===== src/sv/mrc_pkg.sv =====
// package for the modbus rtu reply checker
// shared types, constants and the crc-16 byte update; depends on nothing

package mrc_pkg;

    localparam int QUEUE_DEPTH = 2;

    localparam logic [1:0] MODE_START = 2'd0;
    localparam logic [1:0] MODE_BYTE  = 2'd1;
    localparam logic [1:0] MODE_TICK  = 2'd2;

    localparam logic [2:0] FRAME_LAST = 3'd6;
    localparam logic [2:0] CRC_BYTES  = 3'd5;

    localparam logic [15:0] CRC_INIT = 16'hFFFF;
    localparam logic [15:0] CRC_POLY = 16'hA001;

    localparam logic [7:0] FUNC_READ_HOLDING = 8'h03;
    localparam logic [7:0] BYTE_COUNT_TWO    = 8'h02;

    localparam logic [7:0]  DEV_ADDR_RESET = 8'h01;
    localparam logic [15:0] TIMEOUT_RESET  = 16'd100;
    localparam logic [15:0] ELAPSED_MAX    = 16'hFFFF;

    localparam int APB_ADDR_W = 3;
    localparam int APB_DATA_W = 32;

    localparam logic REG_DEVICE_ADDRESS = 1'b0;
    localparam logic REG_TIMEOUT_MS     = 1'b1;

    typedef enum logic [1:0] {
        CMD_START,
        CMD_BYTE,
        CMD_TICK
    } cmd_t;

    typedef enum logic [1:0] {
        STATUS_OK,
        STATUS_TIMEOUT,
        STATUS_CRC_ERR,
        STATUS_HDR_ERR
    } status_t;

    typedef struct packed {
        cmd_t       cmd;
        logic [7:0] data;
    } qentry_t;

    typedef struct packed {
        logic [7:0]  device_address;
        logic [15:0] timeout_ms;
    } cfg_t;

    function automatic logic [15:0] crc_byte(input logic [15:0] crc_in, input logic [7:0] b);
        logic [15:0] c;
        c = crc_in ^ {8'h00, b};
        for (int k = 0; k < 8; k++)
        begin
            if (c[0])
            begin
                c = (c >> 1) ^ CRC_POLY;
            end
            else
            begin
                c = c >> 1;
            end
        end
        return c;
    endfunction

endpackage


===== src/sv/mrc_back.sv =====
// back end: runs the reply state (frame capture, crc, tick timeout)
// and holds the result in an output register; depends on mrc_pkg

module mrc_back
(
    input  logic             clk,
    input  logic             rst_n,
    input  mrc_pkg::cfg_t    cfg,
    input  logic             q_valid,
    output logic             q_pop,
    input  mrc_pkg::qentry_t q_head,
    output logic             out_valid,
    input  logic             out_ready,
    output logic [1:0]       status,
    output logic [15:0]      distance_mm
);

    logic        waiting_reg, waiting_next;
    logic [2:0]  byte_count_reg, byte_count_next;
    logic [15:0] crc_reg, crc_next;
    logic [15:0] elapsed_reg, elapsed_next;
    logic [7:0]  frame_reg [6];

    logic              out_valid_reg, out_valid_next;
    mrc_pkg::status_t  status_reg, status_next;
    logic [15:0]       distance_reg, distance_next;

    logic        produce;
    logic        frame_wr;
    logic [15:0] elapsed_inc;
    logic [15:0] got_crc;
    logic        hdr_ok;

    assign q_pop       = q_valid && (!out_valid_reg || out_ready);
    assign elapsed_inc = (elapsed_reg != mrc_pkg::ELAPSED_MAX) ? elapsed_reg + 16'd1
                                                               : elapsed_reg;
    assign got_crc     = {q_head.data, frame_reg[5]};
    assign hdr_ok      = (frame_reg[0] == cfg.device_address)
                      && (frame_reg[1] == mrc_pkg::FUNC_READ_HOLDING)
                      && (frame_reg[2] == mrc_pkg::BYTE_COUNT_TWO);

    always_comb
    begin
        waiting_next    = waiting_reg;
        byte_count_next = byte_count_reg;
        crc_next        = crc_reg;
        elapsed_next    = elapsed_reg;
        produce         = 1'b0;
        frame_wr        = 1'b0;
        status_next     = mrc_pkg::STATUS_OK;
        distance_next   = 16'h0000;
        if (q_pop)
        begin
            case (q_head.cmd)
                mrc_pkg::CMD_START:
                begin
                    waiting_next    = 1'b1;
                    byte_count_next = 3'd0;
                    crc_next        = mrc_pkg::CRC_INIT;
                    elapsed_next    = 16'h0000;
                end
                mrc_pkg::CMD_BYTE:
                begin
                    if (waiting_reg && (byte_count_reg <= mrc_pkg::FRAME_LAST))
                    begin
                        byte_count_next = byte_count_reg + 3'd1;
                        if (byte_count_reg < mrc_pkg::CRC_BYTES)
                        begin
                            crc_next = mrc_pkg::crc_byte(crc_reg, q_head.data);
                        end
                        if (byte_count_reg == mrc_pkg::FRAME_LAST)
                        begin
                            waiting_next = 1'b0;
                            produce      = 1'b1;
                            if (got_crc != crc_reg)
                            begin
                                status_next = mrc_pkg::STATUS_CRC_ERR;
                            end
                            else if (!hdr_ok)
                            begin
                                status_next = mrc_pkg::STATUS_HDR_ERR;
                            end
                            else
                            begin
                                status_next   = mrc_pkg::STATUS_OK;
                                distance_next = {frame_reg[3], frame_reg[4]};
                            end
                        end
                        else
                        begin
                            frame_wr = 1'b1;
                        end
                    end
                end
                mrc_pkg::CMD_TICK:
                begin
                    if (waiting_reg)
                    begin
                        elapsed_next = elapsed_inc;
                        if (elapsed_inc >= cfg.timeout_ms)
                        begin
                            waiting_next = 1'b0;
                            produce      = 1'b1;
                            status_next  = mrc_pkg::STATUS_TIMEOUT;
                        end
                    end
                end
                default:
                begin
                    produce = 1'b0;
                end
            endcase
        end
        if (produce)
        begin
            out_valid_next = 1'b1;
        end
        else if (out_ready)
        begin
            out_valid_next = 1'b0;
        end
        else
        begin
            out_valid_next = out_valid_reg;
        end
    end

    always_ff @(posedge clk or negedge rst_n)
    begin
        if (!rst_n)
        begin
            waiting_reg    <= 1'b0;
            byte_count_reg <= 3'd0;
            crc_reg        <= mrc_pkg::CRC_INIT;
            elapsed_reg    <= 16'h0000;
            out_valid_reg  <= 1'b0;
        end
        else
        begin
            waiting_reg    <= waiting_next;
            byte_count_reg <= byte_count_next;
            crc_reg        <= crc_next;
            elapsed_reg    <= elapsed_next;
            out_valid_reg  <= out_valid_next;
        end
    end

    always_ff @(posedge clk)
    begin
        if (frame_wr)
        begin
            frame_reg[byte_count_reg] <= q_head.data;
        end
        if (produce)
        begin
            status_reg   <= status_next;
            distance_reg <= distance_next;
        end
    end

    assign out_valid   = out_valid_reg;
    assign status      = status_reg;
    assign distance_mm = distance_reg;

endmodule


===== config.mk =====
export PLATFORM = sky130hd
export DESIGN_NAME = mrc_back
export DESIGN_NICKNAME = d
export VERILOG_FILES = /design/src/sv/mrc_pkg.sv /design/src/sv/mrc_back.sv
export SDC_FILE = /design/constraint.sdc
export NUM_CORES = 1
export LEC_CHECK = 0
export CELL_PAD_IN_SITES_DETAIL_PLACEMENT = 1
export CELL_PAD_IN_SITES_GLOBAL_PLACEMENT = 2
export CORE_MARGIN = 4
export CORE_UTILIZATION = 46
export CTS_CLUSTER_DIAMETER = 200
export DETAILED_ROUTE_END_ITERATION = 6
export DONT_BUFFER_PORTS = 1
export PLACE_DENSITY = 0.92
export SLEW_MARGIN = 10
export SYNTH_ARGS = -nofsm -noshare
export SYNTH_HDL_FRONTEND = slang
export SYNTH_SLANG_ARGS = --single-unit

===== constraint.sdc =====
create_clock -name clk -period 4.9 [get_ports clk]
set_input_delay 0.49 -clock clk [delete_from_list [all_inputs] [get_ports clk]]
set_output_delay 0.49 -clock clk [all_outputs]
set_load 0.02 [all_outputs]

=== Word level (Yosys, flattened, before mapping) ===
Memory sizes are Yosys's and may differ from the RTL's. A register that Yosys moved wholly into a read port is not among the register bits.
Index checks and enable logic that the tools add are counted.

* Register bits after elaboration: 39
* Bits in latches: 0
* Memory bits (writable): 48
* ROM bits: 0
* Word-level logic and storage cells: 124
* Memories: 1

{| class="wikitable"
|+ Memory list
! memory !! depth !! bits a word !! rd ports !! clocked after Yosys merged registers in !! write ports !! line !! source
|-
| frame_reg || 6 || 8 || 6 || 2 || 1 || mrc_back.sv:22 || <nowiki>logic [7:0] frame_reg [6];</nowiki>
|}

* $add $sub $neg: 2
* $mul: 0
* Divide/modulo/power cells: 0
* Order comparisons: 3
* Equal/unequal tests: 12
* Shifts and indexed selects: 0
* Multiplexer cells: 70
* Bitwise logic cells: 14
* Reduce and logical (&&, ||, !) cells: 16

{| class="wikitable"
|+ Operators with widths
! operator !! count
|-
| $mux W16 || 40
|-
| $pmux W16 S2 || 2
|-
| $not A2 Y3 || 8
|-
| $mux W1 || 19
|-
| $add A16 B1 Y16 const B || 1
|-
| $eq A8 B2 Y1 const B || 2
|-
| $ge A16 B16 Y1 || 1
|-
| $ne A16 B16 Y1 || 1
|-
| $ne A16 B16 Y1 const B || 1
|-
| $xor A16 B8 Y16 || 1
|-
| $eq A8 B8 Y1 || 1
|-
| $mux W2 || 4
|-
| $ne A2 B2 Y1 const B || 4
|-
| $reduce_and A4 Y1 || 2
|-
| $pmux W3 S2 || 1
|-
| $reduce_and A3 Y1 || 2
|-
| $reduce_bool A2 Y1 || 3
|-
| $reduce_or A6 Y1 || 1
|-
| $not A1 Y1 || 5
|-
| $logic_and A1 B1 Y1 || 4
|-
| $pmux W2 S2 || 1
|-
| $add A3 B1 Y3 const B || 1
|-
| $eq A3 B3 Y1 const B || 1
|-
| $le A3 B3 Y1 const B || 1
|-
| 10 further kinds || 10
|}

=== Logic depth before layout (Yosys ltp) ===
Gate-level depths: netlist of the first run.

* Depth after elaboration: 48
* Mapped depth: 15
* Gate-level depth less buffers: 13

=== Worst setup path after synthesis of the first run ===
OpenSTA, ideal clock, no wires.

* Kind: register to register
* Start: register elapsed_reg[0]
* End: register distance_reg[0], in the netlist distance_mm[0] (enable)
* Setup time: 0.375 ns
* Arrival time: 2.926 ns
* Setup slack: 1.600 ns
* Stages on the path, launching flop included: 14
* Path buffers: 1
* Path through: dfrtp_1 -> ha_1 -> clkbuf_1 -> nand3_1 -> a41oi_1 -> nand3_1 -> xnor2_1 -> ha_1 -> nand2_1 -> nor3_1 -> o21ai_0 -> o221ai_1 -> nand3_1 -> nand2_1

* Word-level cells in the longest chain between the ends: 7
* Elaborated cells on any way between the ends: 8
* Classes of those cells: add/sub: 1; order compare: 1; eq/ne: 1; mux: 5

{| class="wikitable"
|+ RTL lines
! what !! line !! source
|-
| start, declared || mrc_back.sv:21 || <nowiki>logic [15:0] elapsed_reg, elapsed_next;</nowiki>
|-
| start signal, assigned || mrc_back.sv:143 || <nowiki>elapsed_reg <= elapsed_next;</nowiki>
|-
| $add A16 B1 Y16 or $ne A16 B16 Y1 (tied branches) || mrc_back.sv:35 || <nowiki>assign elapsed_inc = (elapsed_reg != mrc_pkg::ELAPSED_MAX) ? elapsed_reg + 16'd1</nowiki>
|-
| $mux W16 (*) || mrc_back.sv:35 ||
|-
| $ge A16 B16 Y1 (*) || mrc_back.sv:100 || <nowiki>if (elapsed_inc >= cfg.timeout_ms)</nowiki>
|-
| $mux W1 (*) || mrc_back.sv:100 ||
|-
| $mux W1 (*) || mrc_back.sv:97 || <nowiki>if (waiting_reg)</nowiki>
|-
| $pmux W1 S2 (*) || mrc_back.sv:54 || <nowiki>case (q_head.cmd)</nowiki>
|-
| $mux W1 (*) || mrc_back.sv:52 || <nowiki>if (q_pop)</nowiki>
|-
| end signal, assigned || mrc_back.sv:157 || <nowiki>distance_reg <= distance_next;</nowiki>
|-
| end, declared || mrc_back.sv:26 || <nowiki>logic [15:0] distance_reg, distance_next;</nowiki>
|}

Every way passes the cells marked *; elsewhere a longest branch is shown, timed or not.
A chain may end at the register's enable or synchronous reset.

=== Worst setup path in the final report of the first run ===
* Start: register elapsed_reg[3]
* End: register distance_reg[12], in the netlist distance_mm[12] (enable)

Same word-level chain as after synthesis.

==> results of run 1 <==
-- timing repair --
| item | CTS | global route |
|---|---|---|
| hold buffers | 2 | 0 |
| hold endpoints to repair | 37 | 0 |
| gates resized for setup | 0 | 0 |
-- power by group --
| part | leakage [uW] | internal, uW | switching [uW] |
|---|---|---|---|
| Clock | 0.000100 | 246 | 315 |
| Sequential | 0.00109 | 1050 | 102 |
| Combinational | 0.000904 | 242 | 270 |
| Total | 0.00210 | 1540 | 686 |
-- synth_stat cells, drive strengths merged, types with 2 or more instances --
master	number	area (um^2)
dfstp	16	420
dfrtp	21	526
nor2b	2	12.5
nand2	32	120
and3	4	25.0
nand3	17	85.1
a22o	6	52.6
nor2	22	82.6
ha	22	275
clkbuf	11	41.3
buf	3	15.0
o31ai	7	52.6
nor4	8	50.1
edfxtp	66	1980
o21a	3	22.5
o21ai	17	85.1
a41oi	2	17.5
nor4b	2	23.8
and2	17	106
a21oi	17	85.1
o22ai	2	12.5
nand4	7	43.8
o22a	13	116
nor3	7	35.0
xor2	27	244
nand2b	3	18.8
a31oi	8	65.1
xnor2	29	254
a21o	3	22.5
inv	23	86.3
-- logic make-up (layout without fill, tap and decap cells) --
group / count (synthesis) / after routing
and+or+nand+nor: 122 / 122
DFF: 103 / 103
AOI/OAI and AO/OA: 84 / 84
xor gates and xnor gates: 56 / 56
buffers and inverters: 37 / 44
adders and majority gates: 22 / 22
muxes: 1 / 1
-- through the flow --
stage / setup slack [ps] / hold WS [ps] / instances / cell area, um^2 / util [%]
after floorplan: 1600 / 194 / 425 / 5050 / -
after detailed placement: 987 / 196 / 550 / 5180 / 49.3
final: 961 / 204 / 568 / 5420 / 51.6
after CTS: 944 / 191 / 568 / 5420 / 51.6
after global routing: 525 / 172 / 568 / 5420 / 51.6
after global placement: 1220 / 197 / 550 / 5180 / 49.3
-- routing by layer --
layer | vias up | GRT usage [%]
met5 | - | 0
met4 | 0 | 4.41
met3 | 14 | 3.37
met2 | 70 | 31.7
met1 | 1637 | 26.4
li1 | 1543 | -
-- worst max path at each step --
stage / endpoint / slack (ps) / depth (start not counted)
after global placement: distance_mm[11] / 1220 / 12
after CTS: distance_mm[12] / 940 / 12
after detailed placement: distance_mm[0] / 990 / 13
after floorplan: distance_mm[0] / 1600 / 13
final: distance_mm[12] / 960 / 13
after global routing: distance_mm[12] / 530 / 13
-- final cells by class --
cell class | instances | area share [%]
multi-input combinational | 285 | 36.5
sequential | 103 | 54.0
inverter | 23 | 1.59
timing repair buffer | 5 | 0.969
clock inverter | 6 | 1.48
tap | 136 | 3.14
clock buffer | 10 | 2.35
==> flow_metrics.py, run 1 <==
metrics = {
    "placed_design": {
        "port_buffers": 0,
        "dp_hpwl_mm": 8.54,
        "gp_congestion": 0.780,
    },
    "routing": {
        "drt-initial-drc-count": 187,
        "vias": 3264,
        "highest_layer": "met4",
        "wl_mm": 11.7,
        "first_pass_iters": 4,
        "wl_met2_mm": 5.84,
        "routedWlPerCell_um": 20.6,
        "drt-met1-wl_mm": 5.34,
        "routed-wl-met3_um": 414,
        "final_antenna_net_count": 0,
        "post_drt_via_cell_ratio": 5.75,
        "drcViolationCount": 0,
    },
    "logic_synthesis": {
        "ys_types": 42,
        "synth_fp_nets": 485,
        "seq_area_frac_synth_pct": 58.0,
        "async_flop_share_pct": 35.9,
        "synth-xor-area-share_pct": 9.86,
        "syn_inst": 425,
        "synth_compound_area_share_pct": 11.5,
        "synth-simple-area-share_pct": 12.1,
        "synth_seq_cells": 103,
        "synth_edf_count": 66,
        "synthAdderAreaFrac_pct": 5.45,
        "muxShareOfSynthArea_pct": 0.223,
        "avgSynthCellArea_um2": 11.9,
        "synthFlopType": "edfxtp_1",
        "synth_top_family_by_area": "simple AND/OR/NAND/NOR gates",
        "synth_area_mm2": 0.00505,
        "yosys_warnings": 0,
    },
    "setup_path": {
        "crit_start": "elapsed_reg[3]",
        "critical-path-max-stage-delay_ps": 570,
        "crit_path_end_kind": "register",
        "path_cells": "and3_1 -> and4_1 -> nand2_1 -> nor2_1 -> nand3_1 -> o21a_1 -> ha_1 -> nand2_1 -> nor3_1 -> o21ai_0 -> o221ai_1 -> nand3_1 -> nand2_1",
        "crit_arrival_ps": 3950,
        "start_kind": "register",
        "reg2reg_to": "distance_mm[12]",
        "regToRegStartpoint": "elapsed_reg[3]",
        "cp_max_fo": 18,
        "critPathBufInv": 0,
        "cp.required_ps": 4910,
        "crit_type": "reg -> reg",
        "reg2reg_slack_ps": 960,
        "r2r_cells": 13,
        "path_common_cell": "nand2_1",
        "crit_family": "simple AND/OR/NAND/NOR gates",
        "crit_slowest_cell": "nand2_1",
    },
    "final_layout": {
        "drive_gt1_share_pct": 9.49,
        "mostFrequentLayoutCell": "edfxtp_1",
        "seq_area_mm2": 0.00293,
        "largest_reg_flops": 48,
        "syn_to_final_growth_pct": 7.41,
        "diodes": 0,
        "multi_input_area_mm2": 0.00198,
        "fillers": 1085,
        "finalNetCount": 487,
        "final_cell_mix": "edfxtp_1 (66), nand2_1 (32), xnor2_1 (29)",
    },
    "timing": {
        "tns_ps": 0,
        "final_hold_viol_count": 0,
        "slew-limit-headroom_pct": 17.6,
        "fmax_mhz": 254,
        "drv_slew": 0,
        "fin_crit_ps": 3940,
        "skew_ps": 12.3,
        "rsz0062_at_grt": "no",
        "tightestPinTransition_ps": 1230,
        "setup_violations": 0,
        "fin_crit_sh_pct": 80.4,
    },
    "pwr": {
        "power_uw": 2220,
        "power_density_mw_per_mm2": 410,
        "vdd_ir_drop_max_uv": 292,
        "leakage_uw": 0.00210,
    },
    "clock_tree": {
        "worstSkewPairLatency_ps": 370,
        "clk_pin_slew_ps": 110,
        "cts_sinks": 103,
        "clockRootBuffer": "clkbuf_8",
        "cts_buffer_depth": 2,
        "cts_tree": "built",
        "post-cts-setup-buffers": 0,
        "cts_made_buffers": 9,
        "cts_max_level": 3,
    },
    "global_route": {
        "grt_max_degree": 38,
        "grt_antenna_before_repair": 0,
        "grt_pass1_wl_mm": 19.1,
        "grt_pass1_vias": 3462,
        "gr-total-overflow": 0,
        "track_usage_pct": 19.1,
    },
    "outcome": {
        "status": "finished clean",
    },
    "min_path": {
        "holdPathEnd": "frame_reg[0][3]",
        "hp-start": "q_head[3]",
        "hold_path.class": "in -> reg",
        "whs_path_depth": 0,
    },
    "die": {
        "rows": 37,
        "die_area_mm2": 0.0127,
        "io_pins": 58,
        "die_w_um": 113,
        "die-height_um": 113,
        "core_area_mm2": 0.0105,
        "start_util_pct": 48.0,
    },
    "job": {
        "maxCapViolations": 0,
    },
}
Note: power is estimated with default switching activity, not from simulation.
==> run 2, diff against run 1 <==
--- a/config.mk
+++ b/config.mk
@@ -5,14 +5,15 @@
 export SDC_FILE = /design/constraint.sdc
 export NUM_CORES = 1
 export LEC_CHECK = 0
+export ABC_AREA = 1
 export CELL_PAD_IN_SITES_DETAIL_PLACEMENT = 1
 export CELL_PAD_IN_SITES_GLOBAL_PLACEMENT = 2
 export CORE_MARGIN = 4
-export CORE_UTILIZATION = 46
+export CORE_UTILIZATION = 41
 export CTS_CLUSTER_DIAMETER = 200
 export DETAILED_ROUTE_END_ITERATION = 6
 export DONT_BUFFER_PORTS = 1
-export PLACE_DENSITY = 0.92
+export PLACE_DENSITY = 0.88
 export SLEW_MARGIN = 10
 export SYNTH_ARGS = -nofsm -noshare
 export SYNTH_HDL_FRONTEND = slang
==> constraint.sdc (replaced) <==
create_clock -name clk -period 3.8 [get_ports clk]
set_input_delay 0.38 -clock clk [delete_from_list [all_inputs] [get_ports clk]]
set_output_delay 0.38 -clock clk [all_outputs]
set_load 0.02 [all_outputs]
==> run 2 against run 1 <==
  * The run now ends with DRC left
  * Global-route usage fell by 1.6 points
  * Sequential power grew 23%
  * Non-clock buffer count down 2
  * First-iteration DRC count grew 11%
==> flow_metrics.py, run 2 <==
metrics = {
    "clock_tree": {
        "clockRootBuffer": "clkbuf_16",
        "cts_made_buffers": 9,
        "cts_sinks": 103,
        "cts_resized": 0,
        "cts_buffer_depth": 2,
        "clk_pin_slew_ps": 80,
        "cts_tree": "built",
        "cts_max_level": 3,
        "worstSkewPairLatency_ps": 350,
    },
    "placed_design": {
        "gp_congestion": 0.875,
        "dp_hpwl_mm": 9.35,
        "placed_cells": 737,
        "port_buffers": 0,
        "pre_cts_slack_ps": 377,
    },
    "logic_synthesis": {
        "async_flop_share_pct": 35.9,
        "synth_compound_area_share_pct": 8.05,
        "synth_top_area_share_pct": 36.0,
        "synth_seq_cells": 103,
        "synthFlopType": "edfxtp_1",
        "muxShareOfSynthArea_pct": 0,
        "syn_inst": 564,
        "synth-simple-area-share_pct": 20.6,
        "yosys_warnings": 0,
        "netlist_top_cells_count": "nand2_1 (130), inv_1 (96), edfxtp_1 (66)",
        "synthAdderAreaFrac_pct": 5.00,
        "synth_area_mm2": 0.00550,
        "avgSynthCellArea_um2": 9.75,
        "ys_types": 49,
        "seq_area_frac_synth_pct": 53.2,
        "synth_largest_area_cell": "edfxtp_1",
        "synth-xor-area-share_pct": 5.37,
        "synth_top_family_by_area": "simple AND/OR/NAND/NOR gates",
        "synth_area_leaders": "edfxtp_1 (36%), dfrtp_1 (9.6%), nand2_1 (8.9%), dfstp_2 (7.6%), inv_1 (6.6%)",
        "synth_fp_nets": 624,
        "synth_most_common_cell": "nand2_1",
        "synth_edf_count": 66,
    },
    "timing": {
        "tns_ps": 0,
        "final_hold_viol_count": 0,
        "slew-limit-headroom_pct": 46.6,
        "setup_ws_ps": 356,
        "setup_violations": 0,
        "tightestPinTransition_ps": 798,
        "fin_crit_sh_pct": 90.6,
        "drv_slew": 0,
        "skew_ps": 10.3,
        "rsz0062_at_grt": "no",
        "fin_crit_ps": 3440,
        "fmax_mhz": 290,
    },
    "setup_path": {
        "crit_type": "reg -> reg",
        "critPathBufInv": 3,
        "crit_family": "simple AND/OR/NAND/NOR gates",
        "start_kind": "register",
        "r2r_cells": 17,
        "reg2reg_slack_ps": 360,
        "cp.required_ps": 3840,
        "cp_max_fo": 18,
        "reg2reg_to": "status[0]",
        "crit_slowest_cell": "dfrtp_1",
        "crit_arrival_ps": 3490,
        "regToRegStartpoint": "elapsed_reg[0]",
        "path_cells": "ha_1 -> inv_1 -> nor2_2 -> nand3_2 -> nor2_4 -> nand4_4 -> nand2_1 -> xor2_1 -> inv_1 -> ha_1 -> nand4_1 -> nor3_1 -> nand2_1 -> nand3_1 -> nand4_1 -> nand2_1 -> buf_4",
        "critical-path-max-stage-delay_ps": 410,
        "crit_path_end_kind": "register",
        "path_common_cell": "nand2_1",
    },
    "outcome": {
        "status": "finished with violations",
        "violations": "DRC",
    },
    "routing": {
        "wl_mm": 12.5,
        "vias": 3800,
        "post_drt_via_cell_ratio": 5.03,
        "first_pass_iters": 7,
        "drt-initial-drc-count": 208,
        "final_antenna_net_count": 0,
        "routedWlPerCell_um": 16.5,
        "drcViolationCount": 3,
    },
    "pwr": {
        "p_switching_uw": 932,
        "p_int_uw": 2000,
        "leakage_uw": 0.00271,
        "power_density_mw_per_mm2": 488,
        "vdd_ir_drop_max_uv": 227,
        "power_frac_comb_pct": 20.6,
        "pwr-share-clk_pct": 31.3,
        "power_uw": 2930,
        "swShare_pct": 31.8,
        "seq_power_share_pct": 48.1,
    },
    "final_layout": {
        "mostFrequentLayoutCell": "nand2_1",
        "final_cell_count_no_fill": 755,
        "diodes": 0,
        "final_cell_mix": "nand2_1 (130), inv_1 (96), edfxtp_1 (66)",
        "largest_reg_flops": 48,
        "drive_gt1_share_pct": 13.0,
        "syn_to_final_growth_pct": 9.33,
        "finalNetCount": 634,
    },
    "global_route": {
        "grtUsageMet3_pct": 4.22,
        "grt_pass1_wl_mm": 20.4,
        "track_usage_pct": 17.5,
        "use_met1_pct": 22.3,
        "grt-busiest-layer": "met2",
        "gr-usage-met2_pct": 29.1,
        "grt_antenna_before_repair": 0,
        "grt_max_degree": 38,
        "grt_pass1_vias": 4099,
        "gr-total-overflow": 0,
    },
    "job": {
        "maxCapViolations": 0,
    },
    "die": {
        "die-height_um": 124,
        "rows": 42,
        "io_pins": 58,
        "start_util_pct": 41.7,
        "core_area_mm2": 0.0132,
        "die_area_mm2": 0.0153,
        "die_w_um": 124,
    },
    "min_path": {
        "holdPathEnd": "frame_reg[4][0]",
        "whs_path_depth": 0,
        "hold_path.class": "in -> reg",
        "hp-start": "q_head[0]",
    },
}
[run 2: cell count changes after synthesis, sizes merged, moves of 7 or more]
cell	change
nand2	+104
inv	+75
nor2	+25
xnor2	-19
and2	-16
o21ai	+13
o22a	-13
clkbuf	-10
nand3	+7
o31ai	-7
[run 2: power groups by stage]
stage	sequential [uW]	combinational [uW]	clock [uW]
after detailed placement	1430	589	0
after floorplan	1410	467	0
after CTS	1410	608	945
after global routing	1430	698	990
after global placement	1420	556	0
final	1410	604	917
[run 2: cells by family (layout without fill, tap and decap cells)]
logic type / after synthesis / in the layout
AND/OR/NAND/NOR: 238 / 238
flip-flops: 103 / 103
buffers and inverters: 103 / 118
adder cells (fa/ha/maj): 22 / 22
AO/OA/AOI/OAI: 66 / 66
XOR/XNOR: 32 / 32
[run 2: how the worst max path moves through the flow]
stage / start / end / cells after the start
6_report: elapsed_reg[0] / status[0] / 17
5_1_grt: elapsed_reg[0] / status[0] / 17
4_1_cts: elapsed_reg[0] / status[1] / 17
3_5_place_dp: elapsed_reg[0] / distance_mm[15] / 17
3_3_place_gp: elapsed_reg[0] / distance_mm[15] / 17
2_1_floorplan: elapsed_reg[0] / distance_mm[0] / 16
[run 2: cell type report]
| type | count | area, um^2 |
|---|---|---|
| clock buffer | 9 | 225 |
| multi-input combinational | 358 | 2150 |
| tap | 176 | 220 |
| fill | 1506 | 7180 |
| timing repair buffer | 3 | 37.5 |
| sequential | 103 | 2930 |
| inverter | 99 | 379 |
| clock inverter | 7 | 76.3 |
[run 2: stage by stage]
step           hold WS [ps]  area, um^2  util (%)
2_1_floorplan          84.4        5500         -
3_3_place_gp           88.6        5680      43.1
3_5_place_dp           86.4        5680      43.1
4_1_cts                 103        6010      45.6
5_1_grt                92.0        6010      45.6
6_report                116        6010      45.6
[run 2: per-layer routing]
metal | up-vias | wire length (um)
met5 | - | 0
met4 | 0 | 289
met3 | 23 | 403
met2 | 66 | 6190
met1 | 1848 | 5610
li1 | 1863 | -
[run 2: timing repair]
action	4_1_cts	5_1_grt
endpoints found under the hold margin	37	0
hold buffers	2	0
setup endpoints to repair	0	0
buffers inserted	0	0
